<file path="src/rtl/psr_pkg.sv">
`default_nettype none
package psr_pkg;

    // value width and derived widths
    localparam int VALUE_WIDTH = 64;
    localparam int CNT_W       = $clog2(VALUE_WIDTH);

    // small primes used for the divisibility screen and as witness bases
    localparam int NUM_BASES = 12;
    localparam int BASE_W    = 6;
    localparam int REM_W     = BASE_W + 1;
    localparam int IDX_W     = $clog2(NUM_BASES);

    typedef logic [VALUE_WIDTH-1:0] t_value;

    localparam t_value VAL_MAX = '1;

    localparam logic [NUM_BASES-1:0][BASE_W-1:0] BASES = {
        6'd37, 6'd31, 6'd29, 6'd23, 6'd19, 6'd17,
        6'd13, 6'd11, 6'd7,  6'd5,  6'd3,  6'd2
    };

    localparam logic [IDX_W-1:0] LAST_IDX = IDX_W'(NUM_BASES - 1);

    // modular multiplier request and response
    typedef struct packed {
        logic   start;
        t_value a;
        t_value b;
        t_value m;
    } t_mul_req;

    typedef struct packed {
        logic   busy;
        logic   done;
        t_value res;
    } t_mul_rsp;

    // small prime screen response
    typedef struct packed {
        logic busy;
        logic done;
        logic any_zero;
    } t_small_rsp;

endpackage
`default_nettype wire

</file>
<file path="src/rtl/psr_in_if.sv">
`default_nettype none
interface psr_in_if import psr_pkg::*; ();
    logic   valid;
    logic   ready;
    t_value draw;
    t_value range_low;
    t_value range_high;

    modport source (output valid, output draw, output range_low, output range_high,
                    input ready);
    modport sink   (input valid, input draw, input range_low, input range_high,
                    output ready);
endinterface
`default_nettype wire

</file>
<file path="src/rtl/psr_out_if.sv">
`default_nettype none
interface psr_out_if import psr_pkg::*; ();
    logic   valid;
    logic   ready;
    logic   found;
    t_value prime_value;

    modport source (output valid, output found, output prime_value, input ready);
    modport sink   (input valid, input found, input prime_value, output ready);
endinterface
`default_nettype wire

</file>
<file path="src/rtl/psr_modadd.sv">
`default_nettype none
module psr_modadd import psr_pkg::*; (
    input  t_value i_x,
    input  t_value i_y,
    input  t_value i_m,
    output t_value o_sum
);

    logic [VALUE_WIDTH:0] sum;
    logic [VALUE_WIDTH:0] diff;

    // add, then fold back once; operands are below the modulus
    always_comb begin
        sum  = {1'b0, i_x} + {1'b0, i_y};
        diff = sum - {1'b0, i_m};
        if (sum >= {1'b0, i_m}) begin
            o_sum = diff[VALUE_WIDTH-1:0];
        end else begin
            o_sum = sum[VALUE_WIDTH-1:0];
        end
    end

endmodule
`default_nettype wire

</file>
<file path="src/rtl/psr_mulmod.sv">
`default_nettype none
module psr_mulmod import psr_pkg::*; (
    input  logic     i_clk,
    input  logic     i_rst_n,
    input  t_mul_req i_req,
    output t_mul_rsp o_rsp
);

    logic             r_busy;
    logic             r_done;
    logic             r_phase;
    logic [CNT_W-1:0] r_cnt;
    t_value           r_acc;
    t_value           r_a;
    t_value           r_b;
    t_value           r_m;

    t_value add_y;
    t_value add_sum;

    // double in phase 0, add the multiplicand in phase 1
    assign add_y = r_phase ? r_a : r_acc;

    psr_modadd u_add (
        .i_x   (r_acc),
        .i_y   (add_y),
        .i_m   (r_m),
        .o_sum (add_sum)
    );

    // walk the multiplier from its top bit, one modular add per cycle
    always_ff @(posedge i_clk) begin
        if (!i_rst_n) begin
            r_busy  <= 1'b0;
            r_done  <= 1'b0;
            r_phase <= 1'b0;
        end else begin
            r_done <= 1'b0;
            if (!r_busy) begin
                if (i_req.start) begin
                    r_busy  <= 1'b1;
                    r_phase <= 1'b0;
                    r_cnt   <= CNT_W'(VALUE_WIDTH - 1);
                    r_acc   <= '0;
                    r_a     <= i_req.a;
                    r_b     <= i_req.b;
                    r_m     <= i_req.m;
                end
            end else begin
                r_acc <= add_sum;
                if (!r_phase && r_b[VALUE_WIDTH-1]) begin
                    r_phase <= 1'b1;
                end else begin
                    r_phase <= 1'b0;
                    r_b     <= {r_b[VALUE_WIDTH-2:0], 1'b0};
                    if (r_cnt == '0) begin
                        r_busy <= 1'b0;
                        r_done <= 1'b1;
                    end else begin
                        r_cnt <= r_cnt - CNT_W'(1);
                    end
                end
            end
        end
    end

    assign o_rsp.busy = r_busy;
    assign o_rsp.done = r_done;
    assign o_rsp.res  = r_acc;

endmodule
`default_nettype wire

</file>
<file path="src/rtl/psr_smallrem.sv">
`default_nettype none
module psr_smallrem import psr_pkg::*; (
    input  logic       i_clk,
    input  logic       i_rst_n,
    input  logic       i_start,
    input  t_value     i_value,
    output t_small_rsp o_rsp
);

    logic              r_busy;
    logic              r_done;
    logic [CNT_W-1:0]  r_cnt;
    t_value            r_val;
    logic [BASE_W-1:0] r_rem [NUM_BASES];
    logic [BASE_W-1:0] n_rem [NUM_BASES];
    logic [REM_W-1:0]  shifted [NUM_BASES];
    logic              any_zero;

    // one remainder lane per small prime: r = (2r + bit) mod p
    always_comb begin
        for (int i = 0; i < NUM_BASES; i++) begin
            shifted[i] = {r_rem[i], r_val[VALUE_WIDTH-1]};
            if (shifted[i] >= REM_W'(BASES[i])) begin
                n_rem[i] = BASE_W'(shifted[i] - REM_W'(BASES[i]));
            end else begin
                n_rem[i] = BASE_W'(shifted[i]);
            end
        end
    end

    // flag any lane with a zero remainder
    always_comb begin
        any_zero = 1'b0;
        for (int i = 0; i < NUM_BASES; i++) begin
            if (r_rem[i] == '0) begin
                any_zero = 1'b1;
            end
        end
    end

    // shift the value in, most significant bit first
    always_ff @(posedge i_clk) begin
        if (!i_rst_n) begin
            r_busy <= 1'b0;
            r_done <= 1'b0;
        end else begin
            r_done <= 1'b0;
            if (!r_busy) begin
                if (i_start) begin
                    r_busy <= 1'b1;
                    r_cnt  <= CNT_W'(VALUE_WIDTH - 1);
                    r_val  <= i_value;
                    for (int i = 0; i < NUM_BASES; i++) begin
                        r_rem[i] <= '0;
                    end
                end
            end else begin
                r_val <= {r_val[VALUE_WIDTH-2:0], 1'b0};
                for (int i = 0; i < NUM_BASES; i++) begin
                    r_rem[i] <= n_rem[i];
                end
                if (r_cnt == '0) begin
                    r_busy <= 1'b0;
                    r_done <= 1'b1;
                end else begin
                    r_cnt <= r_cnt - CNT_W'(1);
                end
            end
        end
    end

    assign o_rsp.busy     = r_busy;
    assign o_rsp.done     = r_done;
    assign o_rsp.any_zero = any_zero;

endmodule
`default_nettype wire

</file>
<file path="src/rtl/prime_search_in_range_core.sv">
// Next-prime search inside a bounded window.
// Input channel i_in carries draw, range_low and range_high; output channel
// o_out carries found and prime_value. Both use valid/ready, and a transfer
// happens at a rising edge with valid and ready high.
// The start is raised to 2 when below it and made odd when even above 2;
// candidates then step by 2 until a prime is found, range_high is passed or
// the top of the value range is reached. Each candidate gets a bound check,
// a screen against the primes 2..37 (a bit-serial remainder pass, one bit a
// cycle, then a read of the lanes), a step to the next candidate, and, when
// it survives, a strong-probable-prime test over the same 12 bases.
// That test runs on one modular multiplier built around a single modular
// adder: one product takes one or two adds per multiplier bit, and each
// base needs up to 126 products. The total search time is the sum over
// all candidates visited and depends on the data.
// i_in.ready is high only while no search is running. The result waits in
// an output register; a new item is accepted while it waits, and a finished
// search holds until the register is free. Reset (i_rst_n low at a clock
// edge) drops any search and any pending result.
`default_nettype none
module prime_search_in_range_core import psr_pkg::*; (
    input  logic      i_clk,
    input  logic      i_rst_n,
    psr_in_if.sink    i_in,
    psr_out_if.source o_out
);

    localparam logic [3:0] S_IDLE     = 4'd0;
    localparam logic [3:0] S_CHECK    = 4'd1;
    localparam logic [3:0] S_SMALL    = 4'd2;
    localparam logic [3:0] S_NEXT     = 4'd3;
    localparam logic [3:0] S_TZ       = 4'd4;
    localparam logic [3:0] S_POW_INIT = 4'd5;
    localparam logic [3:0] S_POW_STEP = 4'd6;
    localparam logic [3:0] S_WAIT_A   = 4'd7;
    localparam logic [3:0] S_WAIT_B   = 4'd8;
    localparam logic [3:0] S_POW_END  = 4'd9;
    localparam logic [3:0] S_SQ_LOOP  = 4'd10;
    localparam logic [3:0] S_WAIT_S   = 4'd11;
    localparam logic [3:0] S_FINISH   = 4'd12;

    logic [3:0]       r_state, n_state;
    t_value           r_x, n_x;
    t_value           r_low, n_low;
    t_value           r_high, n_high;
    t_value           r_d, n_d;
    logic [CNT_W-1:0] r_twos, n_twos;
    logic [CNT_W-1:0] r_sq, n_sq;
    logic [IDX_W-1:0] r_idx, n_idx;
    t_value           r_acc, n_acc;
    t_value           r_base, n_base;
    t_value           r_exp, n_exp;
    logic             r_found, n_found;
    logic             r_out_valid, n_out_valid;
    logic             r_out_found, n_out_found;
    t_value           r_out_prime, n_out_prime;

    logic       in_xfer;
    logic       small_start;
    logic       small_match;
    t_value     x_m1;
    t_value     start_x;
    t_mul_req   mul_req;
    t_mul_rsp   mul_rsp;
    t_small_rsp small_rsp;

    assign in_xfer = i_in.valid && i_in.ready;
    assign x_m1    = r_x - t_value'(1);

    // shared units
    psr_mulmod u_mulmod (
        .i_clk   (i_clk),
        .i_rst_n (i_rst_n),
        .i_req   (mul_req),
        .o_rsp   (mul_rsp)
    );

    psr_smallrem u_smallrem (
        .i_clk   (i_clk),
        .i_rst_n (i_rst_n),
        .i_start (small_start),
        .i_value (r_x),
        .o_rsp   (small_rsp)
    );

    // adjust the drawn start: at least 2, odd above 2
    always_comb begin
        start_x = i_in.draw;
        if (i_in.draw < t_value'(2)) begin
            start_x = t_value'(2);
        end else if (!i_in.draw[0] && i_in.draw != t_value'(2)) begin
            start_x = i_in.draw + t_value'(1);
        end
    end

    // candidate equal to one of the small primes
    always_comb begin
        small_match = 1'b0;
        for (int i = 0; i < NUM_BASES; i++) begin
            if (r_x == t_value'(BASES[i])) begin
                small_match = 1'b1;
            end
        end
    end

    // search sequencer
    always_comb begin
        n_state     = r_state;
        n_x         = r_x;
        n_low       = r_low;
        n_high      = r_high;
        n_d         = r_d;
        n_twos      = r_twos;
        n_sq        = r_sq;
        n_idx       = r_idx;
        n_acc       = r_acc;
        n_base      = r_base;
        n_exp       = r_exp;
        n_found     = r_found;
        n_out_valid = r_out_valid && !o_out.ready;
        n_out_found = r_out_found;
        n_out_prime = r_out_prime;
        small_start = 1'b0;
        mul_req     = '0;
        mul_req.m   = r_x;

        unique case (r_state)
            S_IDLE: begin
                if (in_xfer) begin
                    n_x     = start_x;
                    n_low   = i_in.range_low;
                    n_high  = i_in.range_high;
                    n_state = S_CHECK;
                end
            end
            S_CHECK: begin
                if (r_x > r_high) begin
                    n_found = 1'b0;
                    n_state = S_FINISH;
                end else begin
                    small_start = 1'b1;
                    n_state     = S_SMALL;
                end
            end
            S_SMALL: begin
                if (small_rsp.done) begin
                    if (small_match) begin
                        n_found = (r_x >= r_low);
                        n_state = S_FINISH;
                    end else if (small_rsp.any_zero) begin
                        n_state = S_NEXT;
                    end else begin
                        n_d     = x_m1;
                        n_twos  = '0;
                        n_state = S_TZ;
                    end
                end
            end
            S_NEXT: begin
                if (r_x > (VAL_MAX - t_value'(2))) begin
                    n_found = 1'b0;
                    n_state = S_FINISH;
                end else begin
                    n_x     = r_x + t_value'(2);
                    n_state = S_CHECK;
                end
            end
            S_TZ: begin
                if (!r_d[0]) begin
                    n_d    = r_d >> 1;
                    n_twos = r_twos + CNT_W'(1);
                end else begin
                    n_idx   = '0;
                    n_state = S_POW_INIT;
                end
            end
            S_POW_INIT: begin
                n_acc   = t_value'(1);
                n_base  = t_value'(BASES[r_idx]);
                n_exp   = r_d;
                n_state = S_POW_STEP;
            end
            S_POW_STEP: begin
                if (r_exp == '0) begin
                    n_state = S_POW_END;
                end else if (r_exp[0]) begin
                    mul_req.start = 1'b1;
                    mul_req.a     = r_acc;
                    mul_req.b     = r_base;
                    n_state       = S_WAIT_A;
                end else begin
                    mul_req.start = 1'b1;
                    mul_req.a     = r_base;
                    mul_req.b     = r_base;
                    n_state       = S_WAIT_B;
                end
            end
            S_WAIT_A: begin
                if (mul_rsp.done) begin
                    n_acc         = mul_rsp.res;
                    mul_req.start = 1'b1;
                    mul_req.a     = r_base;
                    mul_req.b     = r_base;
                    n_state       = S_WAIT_B;
                end
            end
            S_WAIT_B: begin
                if (mul_rsp.done) begin
                    n_base  = mul_rsp.res;
                    n_exp   = r_exp >> 1;
                    n_state = S_POW_STEP;
                end
            end
            S_POW_END: begin
                if (r_acc == t_value'(1) || r_acc == x_m1) begin
                    if (r_idx == LAST_IDX) begin
                        n_found = (r_x >= r_low);
                        n_state = S_FINISH;
                    end else begin
                        n_idx   = r_idx + IDX_W'(1);
                        n_state = S_POW_INIT;
                    end
                end else begin
                    n_sq    = CNT_W'(1);
                    n_state = S_SQ_LOOP;
                end
            end
            S_SQ_LOOP: begin
                if (r_sq < r_twos) begin
                    mul_req.start = 1'b1;
                    mul_req.a     = r_acc;
                    mul_req.b     = r_acc;
                    n_state       = S_WAIT_S;
                end else begin
                    n_state = S_NEXT;
                end
            end
            S_WAIT_S: begin
                if (mul_rsp.done) begin
                    n_acc = mul_rsp.res;
                    if (mul_rsp.res == x_m1) begin
                        if (r_idx == LAST_IDX) begin
                            n_found = (r_x >= r_low);
                            n_state = S_FINISH;
                        end else begin
                            n_idx   = r_idx + IDX_W'(1);
                            n_state = S_POW_INIT;
                        end
                    end else begin
                        n_sq    = r_sq + CNT_W'(1);
                        n_state = S_SQ_LOOP;
                    end
                end
            end
            S_FINISH: begin
                // hold until the output register is free
                if (!r_out_valid || o_out.ready) begin
                    n_out_valid = 1'b1;
                    n_out_found = r_found;
                    n_out_prime = r_found ? r_x : '0;
                    n_state     = S_IDLE;
                end
            end
            default: begin
                n_state = S_IDLE;
            end
        endcase
    end

    // register control and payload
    always_ff @(posedge i_clk) begin
        if (!i_rst_n) begin
            r_state     <= S_IDLE;
            r_out_valid <= 1'b0;
        end else begin
            r_state     <= n_state;
            r_out_valid <= n_out_valid;
        end
        r_x         <= n_x;
        r_low       <= n_low;
        r_high      <= n_high;
        r_d         <= n_d;
        r_twos      <= n_twos;
        r_sq        <= n_sq;
        r_idx       <= n_idx;
        r_acc       <= n_acc;
        r_base      <= n_base;
        r_exp       <= n_exp;
        r_found     <= n_found;
        r_out_found <= n_out_found;
        r_out_prime <= n_out_prime;
    end

    assign i_in.ready        = (r_state == S_IDLE);
    assign o_out.valid       = r_out_valid;
    assign o_out.found       = r_out_found;
    assign o_out.prime_value = r_out_prime;

    // a product is requested only while the multiplier is free
    a_mul_start_free: assert property (@(posedge i_clk) disable iff (!i_rst_n)
        mul_req.start |-> !mul_rsp.busy)
        else $error("multiplier started while busy");

    // a remainder pass is started only while the screen is free
    a_small_start_free: assert property (@(posedge i_clk) disable iff (!i_rst_n)
        small_start |-> !small_rsp.busy)
        else $error("remainder pass started while busy");

    // the witness test sees only odd candidates above the screened primes
    a_witness_operand: assert property (@(posedge i_clk) disable iff (!i_rst_n)
        (r_state == S_POW_INIT) |-> (r_x[0] && r_x > t_value'(BASES[LAST_IDX])))
        else $error("witness test on a screened candidate");

    // a reported prime is odd or equal to 2
    a_found_odd: assert property (@(posedge i_clk) disable iff (!i_rst_n)
        (o_out.valid && o_out.found) |->
            (o_out.prime_value[0] || o_out.prime_value == t_value'(2)))
        else $error("even value reported as prime");

    // a miss carries a zero value
    a_miss_zero: assert property (@(posedge i_clk) disable iff (!i_rst_n)
        (o_out.valid && !o_out.found) |-> (o_out.prime_value == '0))
        else $error("nonzero value on a miss");

    // an accepted item starts with the bound check
    a_accept_check: assert property (@(posedge i_clk) disable iff (!i_rst_n)
        in_xfer |=> (r_state == S_CHECK))
        else $error("transfer did not start a search");

endmodule
`default_nettype wire

</file>
<file path="src/flat_wrapper.sv">
// flat-port wrapper written by rule: the top's interface ports become plain ports
module prime_search_in_range_core_flat import psr_pkg::*;
  (i_clk, i_rst_n, i_in_valid, i_in_draw, i_in_range_low, i_in_range_high, i_in_ready, o_out_valid, o_out_found, o_out_prime_value, o_out_ready);
  psr_in_if i_in_i ();
  psr_out_if o_out_i ();
  input  logic i_clk;
  input  logic i_rst_n;
  input wire logic [$bits(i_in_i.valid)-1:0] i_in_valid;
  input wire logic [$bits(i_in_i.draw)-1:0] i_in_draw;
  input wire logic [$bits(i_in_i.range_low)-1:0] i_in_range_low;
  input wire logic [$bits(i_in_i.range_high)-1:0] i_in_range_high;
  output wire logic [$bits(i_in_i.ready)-1:0] i_in_ready;
  output wire logic [$bits(o_out_i.valid)-1:0] o_out_valid;
  output wire logic [$bits(o_out_i.found)-1:0] o_out_found;
  output wire logic [$bits(o_out_i.prime_value)-1:0] o_out_prime_value;
  input wire logic [$bits(o_out_i.ready)-1:0] o_out_ready;
  assign i_in_i.valid = i_in_valid;
  assign i_in_i.draw = i_in_draw;
  assign i_in_i.range_low = i_in_range_low;
  assign i_in_i.range_high = i_in_range_high;
  assign i_in_ready = i_in_i.ready;
  assign o_out_valid = o_out_i.valid;
  assign o_out_found = o_out_i.found;
  assign o_out_prime_value = o_out_i.prime_value;
  assign o_out_i.ready = o_out_ready;
  prime_search_in_range_core u_core (.i_clk(i_clk), .i_rst_n(i_rst_n), .i_in(i_in_i), .o_out(o_out_i));
endmodule
</file>
<file path="config.mk">
export PLATFORM = sky130hd
export DESIGN_NAME = prime_search_in_range_core_flat
export DESIGN_NICKNAME = d
export VERILOG_FILES = /design/src/rtl/psr_pkg.sv /design/src/rtl/psr_in_if.sv /design/src/rtl/psr_out_if.sv /design/src/rtl/psr_modadd.sv /design/src/rtl/psr_mulmod.sv /design/src/rtl/psr_smallrem.sv /design/src/rtl/prime_search_in_range_core.sv /design/src/flat_wrapper.sv
export SDC_FILE = /design/constraint.sdc
export NUM_CORES = 2
export LEC_CHECK = 0
export ABC_AREA = 1
export BUFFER_PORTS_ARGS = -buffer_cell sky130_fd_sc_hd__buf_2
export CAP_MARGIN = 10
export CORE_MARGIN = 1.5
export CORE_UTILIZATION = 30
export DETAILED_ROUTE_END_ITERATION = 12
export PLACE_DENSITY = 0.47
export SLEW_MARGIN = 20
export SYNTH_ARGS = -nofsm -noshare
export SYNTH_HDL_FRONTEND = slang
export SYNTH_SLANG_ARGS = --single-unit
</file>
<file path="constraint.sdc">
create_clock -name i_clk -period 13.5 [get_ports i_clk]
set_clock_uncertainty 0.05 [all_clocks]
set_input_delay 0.675 -clock i_clk [delete_from_list [all_inputs] [get_ports i_clk]]
set_output_delay 0.675 -clock i_clk [all_outputs]
set_load 0.005 [all_outputs]
</file>
Word level (Yosys, flattened, before mapping)
Memory sizes are Yosys's and may differ from the RTL's. A register that Yosys moved wholly into a read port is not among the register bits.
Index checks and enable logic that the tools add are counted.
- bits in registers: 872
- RAM bits: 72
- memory bits (read-only): 96
- input bits: 196
- output and inout bits: 67
- word-level logic and storage cells: 342
- memories: 2
- memories (memory ; words ; bits a word ; read ports ; clocked after memory_dff ; wr ports ; RTL line ; source):
    (name not given) ; 16 ; 6 ; 1 ; 1 ; 0 ; prime_search_in_range_core.sv:178 ; n_base = t_value'(BASES[r_idx]);
    u_core.u_smallrem.r_rem ; 12 ; 6 ; 12 ; 0 ; 12 ; psr_smallrem.sv:14 ; logic [BASE_W-1:0] r_rem [NUM_BASES];
- $add $sub $neg: 22
- magnitude comparators: 19
- equal/unequal tests: 51
- multiplexer cells: 150
- bitwise gates (word level): 14
- reduce and logical (&&, ||, !) cells: 55
- operators with widths (operator ; number):
    $mux 64 ; 19
    $pmux 64 s2 ; 5
    $mux 129 ; 3
    $pmux 129 s3 ; 1
    $eq 64x5->1 const B ; 5
    $mux 6 ; 39
    $eq 64x2->1 const B ; 2
    $eq 64x3->1 const B ; 2
    $eq 64x4->1 const B ; 2
    $eq 64x64->1 ; 2
    $mux 128 ; 1
    $mux 4 ; 22
    $logic_not 6->1 ; 14
    $add 64x64->65 ; 1
    $ge 65x64->1 ; 1
    $add 64x1->64 const B ; 1
    $add 64x2->64 const B ; 1
    $eq 64x1->1 const B ; 1
    $eq 64x6->1 const B ; 1
    $ge 64x64->1 ; 1
    $gt 64x64->1 ; 1
    $gt 64x64->1 const B ; 1
    $logic_not 64->1 ; 1
    $lt 64x2->1 const B ; 1
    other kinds (47) ; 183

Depth between registers and ports, before layout
An unclocked memory read counts as a cell.
- depth in word-level cells: 18
- gate-level depth with buffers: 34
- depth with buffers taken out: 31

By module
From an unflattened synthesis, not the netlist that was laid out.
- cells, all modules: 8791
- area, all modules: 65601.7 um2
- modules (own cells, without submodules) (module ; times used ; cells an instance ; area each (um2) ; seq. area each (um2)):
    prime_search_in_range_core ; 1 ; 4392 ; 34705.8 ; 16135.5
    psr_modadd ; 1 ; 2661 ; 12843.6 ; 0.0
    psr_mulmod ; 1 ; 859 ; 10353.7 ; 7927.6
    psr_smallrem ; 1 ; 879 ; 7698.6 ; 4304.1

Worst setup path before layout
No wires, ideal clock.
- path kind: register to register
- start: register u_core.r_sq[1]
- end: register u_core.u_mulmod.r_a[0] (enable)
- setup time: 0.772 ns
- arrival time: 10.201 ns
- required time: 12.678 ns
- slack: 2.477 ns
- stages on the path, launching flop included: 9
- buffers on the path: 1
- period minus slack after synthesis: 11.023 ns
- path through: edfxtp_1 ha_1 a21boi_0 o2111ai_1 o2111ai_1 inv_1 clkbuf_1 nor2_1 nor3_1
- cells in the longest elaborated chain, start to end: 4
- ends and longest elaborated chain (what ; RTL line ; source):
    start: declaration ; prime_search_in_range_core.sv:47 ; logic [CNT_W-1:0] r_sq, n_sq;
    start signal: assignment ; prime_search_in_range_core.sv:283 ; r_sq <= n_sq;
    $lt 6x6->1 ; prime_search_in_range_core.sv:228 ; if (r_sq < r_twos) begin
    $mux 129 ; prime_search_in_range_core.sv:228 ;
    $pmux 129 s3 ; prime_search_in_range_core.sv:126 ; unique case (r_state)
    $reduce_and 3->1 (no line) ; - ;
    end signal: assignment ; psr_mulmod.sv:45 ; r_a <= i_req.a;
    end: declaration ; psr_mulmod.sv:14 ; t_value r_a;
No other way between the ends.
A chain may end at the register's enable or synchronous reset.

Worst setup path in the final report
- start: register u_core.u_mulmod.r_phase
- end: register u_core.u_mulmod.r_acc[53] (data pin)
- cells in the longest elaborated chain, start to end: 5
- elaborated cells between the ends (all ways): 6
- those cells by class: add/sub: 2; order compare: 1; mux: 3
- ends and longest elaborated chain (what ; RTL line ; source):
    start: declaration ; psr_mulmod.sv:11 ; logic r_phase;
    start signal: assignment ; psr_mulmod.sv:36 ; r_phase <= 1'b0;
    start signal: assignment ; psr_mulmod.sv:42 ; r_phase <= 1'b0;
    start signal: assignment ; psr_mulmod.sv:52 ; r_phase <= 1'b1;
    $mux 64 * ; psr_mulmod.sv:22 ; assign add_y = r_phase ? r_a : r_acc;
    $add 64x64->65 * ; psr_modadd.sv:14 ; sum = {1'b0, i_x} + {1'b0, i_y};
    $sub 64x64->64 or $ge 65x64->1 (tied branches) ; psr_modadd.sv:15, psr_modadd.sv:16 ;
    $mux 64 * ; psr_modadd.sv:16 ; if (sum >= {1'b0, i_m}) begin
    $mux 64 * ; psr_mulmod.sv:39 ; if (!r_busy) begin
    end signal: assignment ; psr_mulmod.sv:50 ; r_acc <= add_sum;
    end: declaration ; psr_mulmod.sv:13 ; t_value r_acc;
Every way passes the cells marked *; elsewhere a longest branch is shown, timed or not.

==> summary.md <==
| Metric | Value |
|---|---|
| Clk root buf | `sky130_fd_sc_hd__clkbuf_16` |
| Post-synth EDFFs | `934` |
| Worst Setup End Kind | `flop` |
| Die Outline Area | `206000 µm²` |
| Actual slew at the worst max-slew pin | `1310 ps` |
| Critical path type | `flop to flop` |
| Area of the placeable core | `202000 µm²` |
| Data required time at the worst endpoint | `13950 ps` |
| Count of hold-fix buffers inserted at cts | `121` |
| Floorplan die width | `453 µm` |
| Remaining antenna violation count after routing | `0` |
| Number of global-route vias before repair | `52.8k` |
| Critical Path Stages | `28` |
| Pins over their slew limit | `0` |
| Status | `finished clean` |
| Cell family contributing the most delay on the critical path | `compound AO/OA/AOI/OAI gates` |
| Slowest library cell on the worst path | `sky130_fd_sc_hd__a21boi_0` |
| Final weighted congestion in routability-driven placement | `0.968` |
| Deepest clock path buffer count | `3` |
| Drt pass-1 iters | `6` |
| Top_reg_cell synth | `sky130_fd_sc_hd__edfxtp_1` |
| Number of buffers added for setup after CTS | `0` |
| Hold Slack | `63.8 ps` |
| Top layer used by detailed routing | `met5` |
| Worst slack at placement | `5250 ps` |
| Worst Path Arrival | `8740 ps` |
| Std cell rows | `165` |
| Largest net degree at the start of global routing | `129` |
| Distinct cells, synth | `68` |
| Chip Height | `453 µm` |
| Worst Setup Slack, final | `5210 ps` |
| Largest voltage drop on the vdd net | `0.000163 V` |
| Via count | `54.3k` |
| Crit path max fanout | `77` |
| Growth of design area from synthesis to finish | `15.8%` |
| Port Buffers | `262` |
| NumNets Final | `8270` |
| Initial DRC Count | `4908` |
| Nature of the critical path startpoint | `flop` |
| Number of buffers created by CTS | `114` |
| Clock-pin slew reported for the worst setup and hold paths after clock tree synthesis | `60 ps` |
| Detailed-route vias per instance | `5.15` |
| FMAX | `0.121 GHz` |
| Number of clock sinks | `950` |
| Crit. Startpoint | `u_core.u_mulmod.r_phase` |
| Level count of the clock H-tree | `3` |
| Synthesized area per cell | `8.20 µm²` |
| Quantity of gates resized following cts | `0` |
| Hold Crit Depth | `1` |
| Most common cell after layout, fill and taps aside | `sky130_fd_sc_hd__nand2_1` |
| Top reg by flops | `u_core.u_smallrem.r_rem` |
| Final-report setup violation count | `0` |
| Met2 Routed Length | `114000 µm` |
| Clock tree from TritonCTS | `done` |
| HPWL reported at the end of detailed placement | `197000 µm` |
| Overall track demand over capacity in global routing | `24.0%` |
| Global-route wire length before repair | `361000 µm` |
| Overall routed net length | `253000 µm` |
| Leakage Power | `28.8 nW` |
| Start point of the worst min-delay path | `i_in_range_low[4]` |
| Max transition margin | `11.5%` |
| Post-layout min period | `8290 ps` |
| R2R cell count | `28` |
| Drt wl/cell | `24.0 µm` |
| Effective utilization at floorplan | `30.1%` |
| Met1 wire length | `112000 µm` |
| Clock insertion delay at the later pin of the skew report | `820 ps` |
| Seq cells post-synth | `950` |
| Fin. Hold Viols | `0` |
| Power density normalized to cell area | `179 nW/µm²` |
| Routed wl met3 | `15200 µm` |
| Largest register FFs | `72` |
| Initial antenna violation count | `31` |
| RSZ-0062 raised after global routing | `no` |
| Net count of the mapped netlist | `7917` |
| Number of top-level pins | `263` |
| Register area share after synthesis | `46.6%` |
| Type of the tightest min-delay check | `input pin to flop` |
| Count of mapped cells out of synthesis | `7422` |
| Delay contributed by the slowest stage of the critical path | `940 ps` |
| Cell repeated most along the worst path | `sky130_fd_sc_hd__nand2_1` |
| Filler Cells Inserted | `21.1k` |
| GRT Residual Overflow | `0` |
| Part of the cycle the worst path needs | `61.4%` |
| DRC violations left | `0` |
| Maximum capacitance violations | `0` |
| Setup TNS after final layout | `0 ps` |
| Buffer and inverter count on the worst path | `3` |
| Synthesized cell area | `60900 µm²` |
| Asr flop ratio synth | `0%` |
| Layout cells sized above 1 | `8.23%` |
| Commonest cells after routing, fill and taps aside | `1505 x sky130_fd_sc_hd__nand2_1, 1022 x sky130_fd_sc_hd__inv_1, 977 x sky130_fd_sc_hd__nor2_1` |
| Yosys Warn Count | `0` |
| Critical register-to-register path startpoint | `u_core.u_mulmod.r_phase` |
## routing by layer
metal	track usage [%]	vias up
li1	-	25975
met1	32.5	26007
met2	38.5	1897
met3	3.40	406
met4	9.63	40
met5	0	-
## stage by stage
| step | area (µm²) | instances | power [mW] | util, % |
|---|---|---|---|---|
| after floorplan | 60900 | 7422 | 7.49 | - |
| after global placement | 65400 | 10209 | 9.36 | 32.4 |
| after detailed placement | 65400 | 10210 | 9.40 | 32.4 |
| after CTS | 70400 | 10547 | 12.7 | 34.9 |
| after global routing | 70400 | 10549 | 13.4 | 34.9 |
| final | 70400 | 10553 | 12.6 | 34.9 |
## power by group
group	switching (mW)	leakage [nW]	internal (mW)	total, mW
sequential	0.487	8.66	4.13	4.62
combinational	3.51	18.3	1.30	4.81
clock	1.37	1.85	1.84	3.21
## cell families (layout without fill, tap and decap cells)
kind of cell | count (synthesis) | count (layout) | synth area share (%)
simple gates | 3271 | 3271 | 22.7
compound gates | 1423 | 1423 | 13.5
buf+inv | 1271 | 1724 | 7.94
flops | 950 | 950 | 46.6
fa+ha+maj | 299 | 299 | 6.17
xor+xnor | 207 | 207 | 3.04
mux | 1 | 1 | 0.0185
other cells | 0 | 6 | 0
## cells in the mapped netlist (11+ instances only)
cell	instances	area, µm²
sky130_fd_sc_hd__xnor2_1	64	561
sky130_fd_sc_hd__nor2_4	15	169
sky130_fd_sc_hd__o41ai_1	66	578
sky130_fd_sc_hd__nor3_1	137	686
sky130_fd_sc_hd__a22oi_1	64	480
sky130_fd_sc_hd__nor4_1	80	500
sky130_fd_sc_hd__nand4_1	90	563
sky130_fd_sc_hd__dfxtp_1	16	320
sky130_fd_sc_hd__nand3b_1	15	113
sky130_fd_sc_hd__nor2_2	27	169
sky130_fd_sc_hd__nand2_2	12	75.1
sky130_fd_sc_hd__nand3_1	345	1730
sky130_fd_sc_hd__or2_2	13	81.3
sky130_fd_sc_hd__inv_1	1031	3870
sky130_fd_sc_hd__nor2_1	986	3700
sky130_fd_sc_hd__o21a_1	19	143
sky130_fd_sc_hd__a31oi_1	58	363
sky130_fd_sc_hd__a21oi_1	441	2210
sky130_fd_sc_hd__o21ai_1	11	55.1
sky130_fd_sc_hd__nand2_1	1508	5660
sky130_fd_sc_hd__buf_1	27	101
sky130_fd_sc_hd__o21ai_0	539	2700
sky130_fd_sc_hd__o211ai_1	21	158
sky130_fd_sc_hd__a211oi_1	14	105
sky130_fd_sc_hd__buf_2	18	90.1
sky130_fd_sc_hd__clkbuf_1	176	661
sky130_fd_sc_hd__o22ai_1	53	332
sky130_fd_sc_hd__nand3_2	12	120
sky130_fd_sc_hd__a21o_1	74	556
sky130_fd_sc_hd__ha_1	297	3720
sky130_fd_sc_hd__xor2_1	140	1230
sky130_fd_sc_hd__edfxtp_1	934	28000
## final timing paths
check | endpoint | slack (ps)
max | u_core.u_mulmod.r_acc[53] | 5210
min | u_core.r_low[4] | 60
max reg2reg | u_core.u_mulmod.r_acc[53] | 5210
min reg2reg | u_core.u_smallrem.r_val[44] | 440
## area by class of cell
type	instances	area (µm²)	share of cell area, %
inverter	1044	3920	5.57
clock inverter	76	835	1.18
clock buffer	140	2970	4.22
timing repair buffer	464	3160	4.49
antenna	6	15.0	0.0213
tap	2672	3340	4.75
multi-input combinational	5201	27800	39.5
sequential	950	28400	40.3
(Power assumes the default switching activity.)
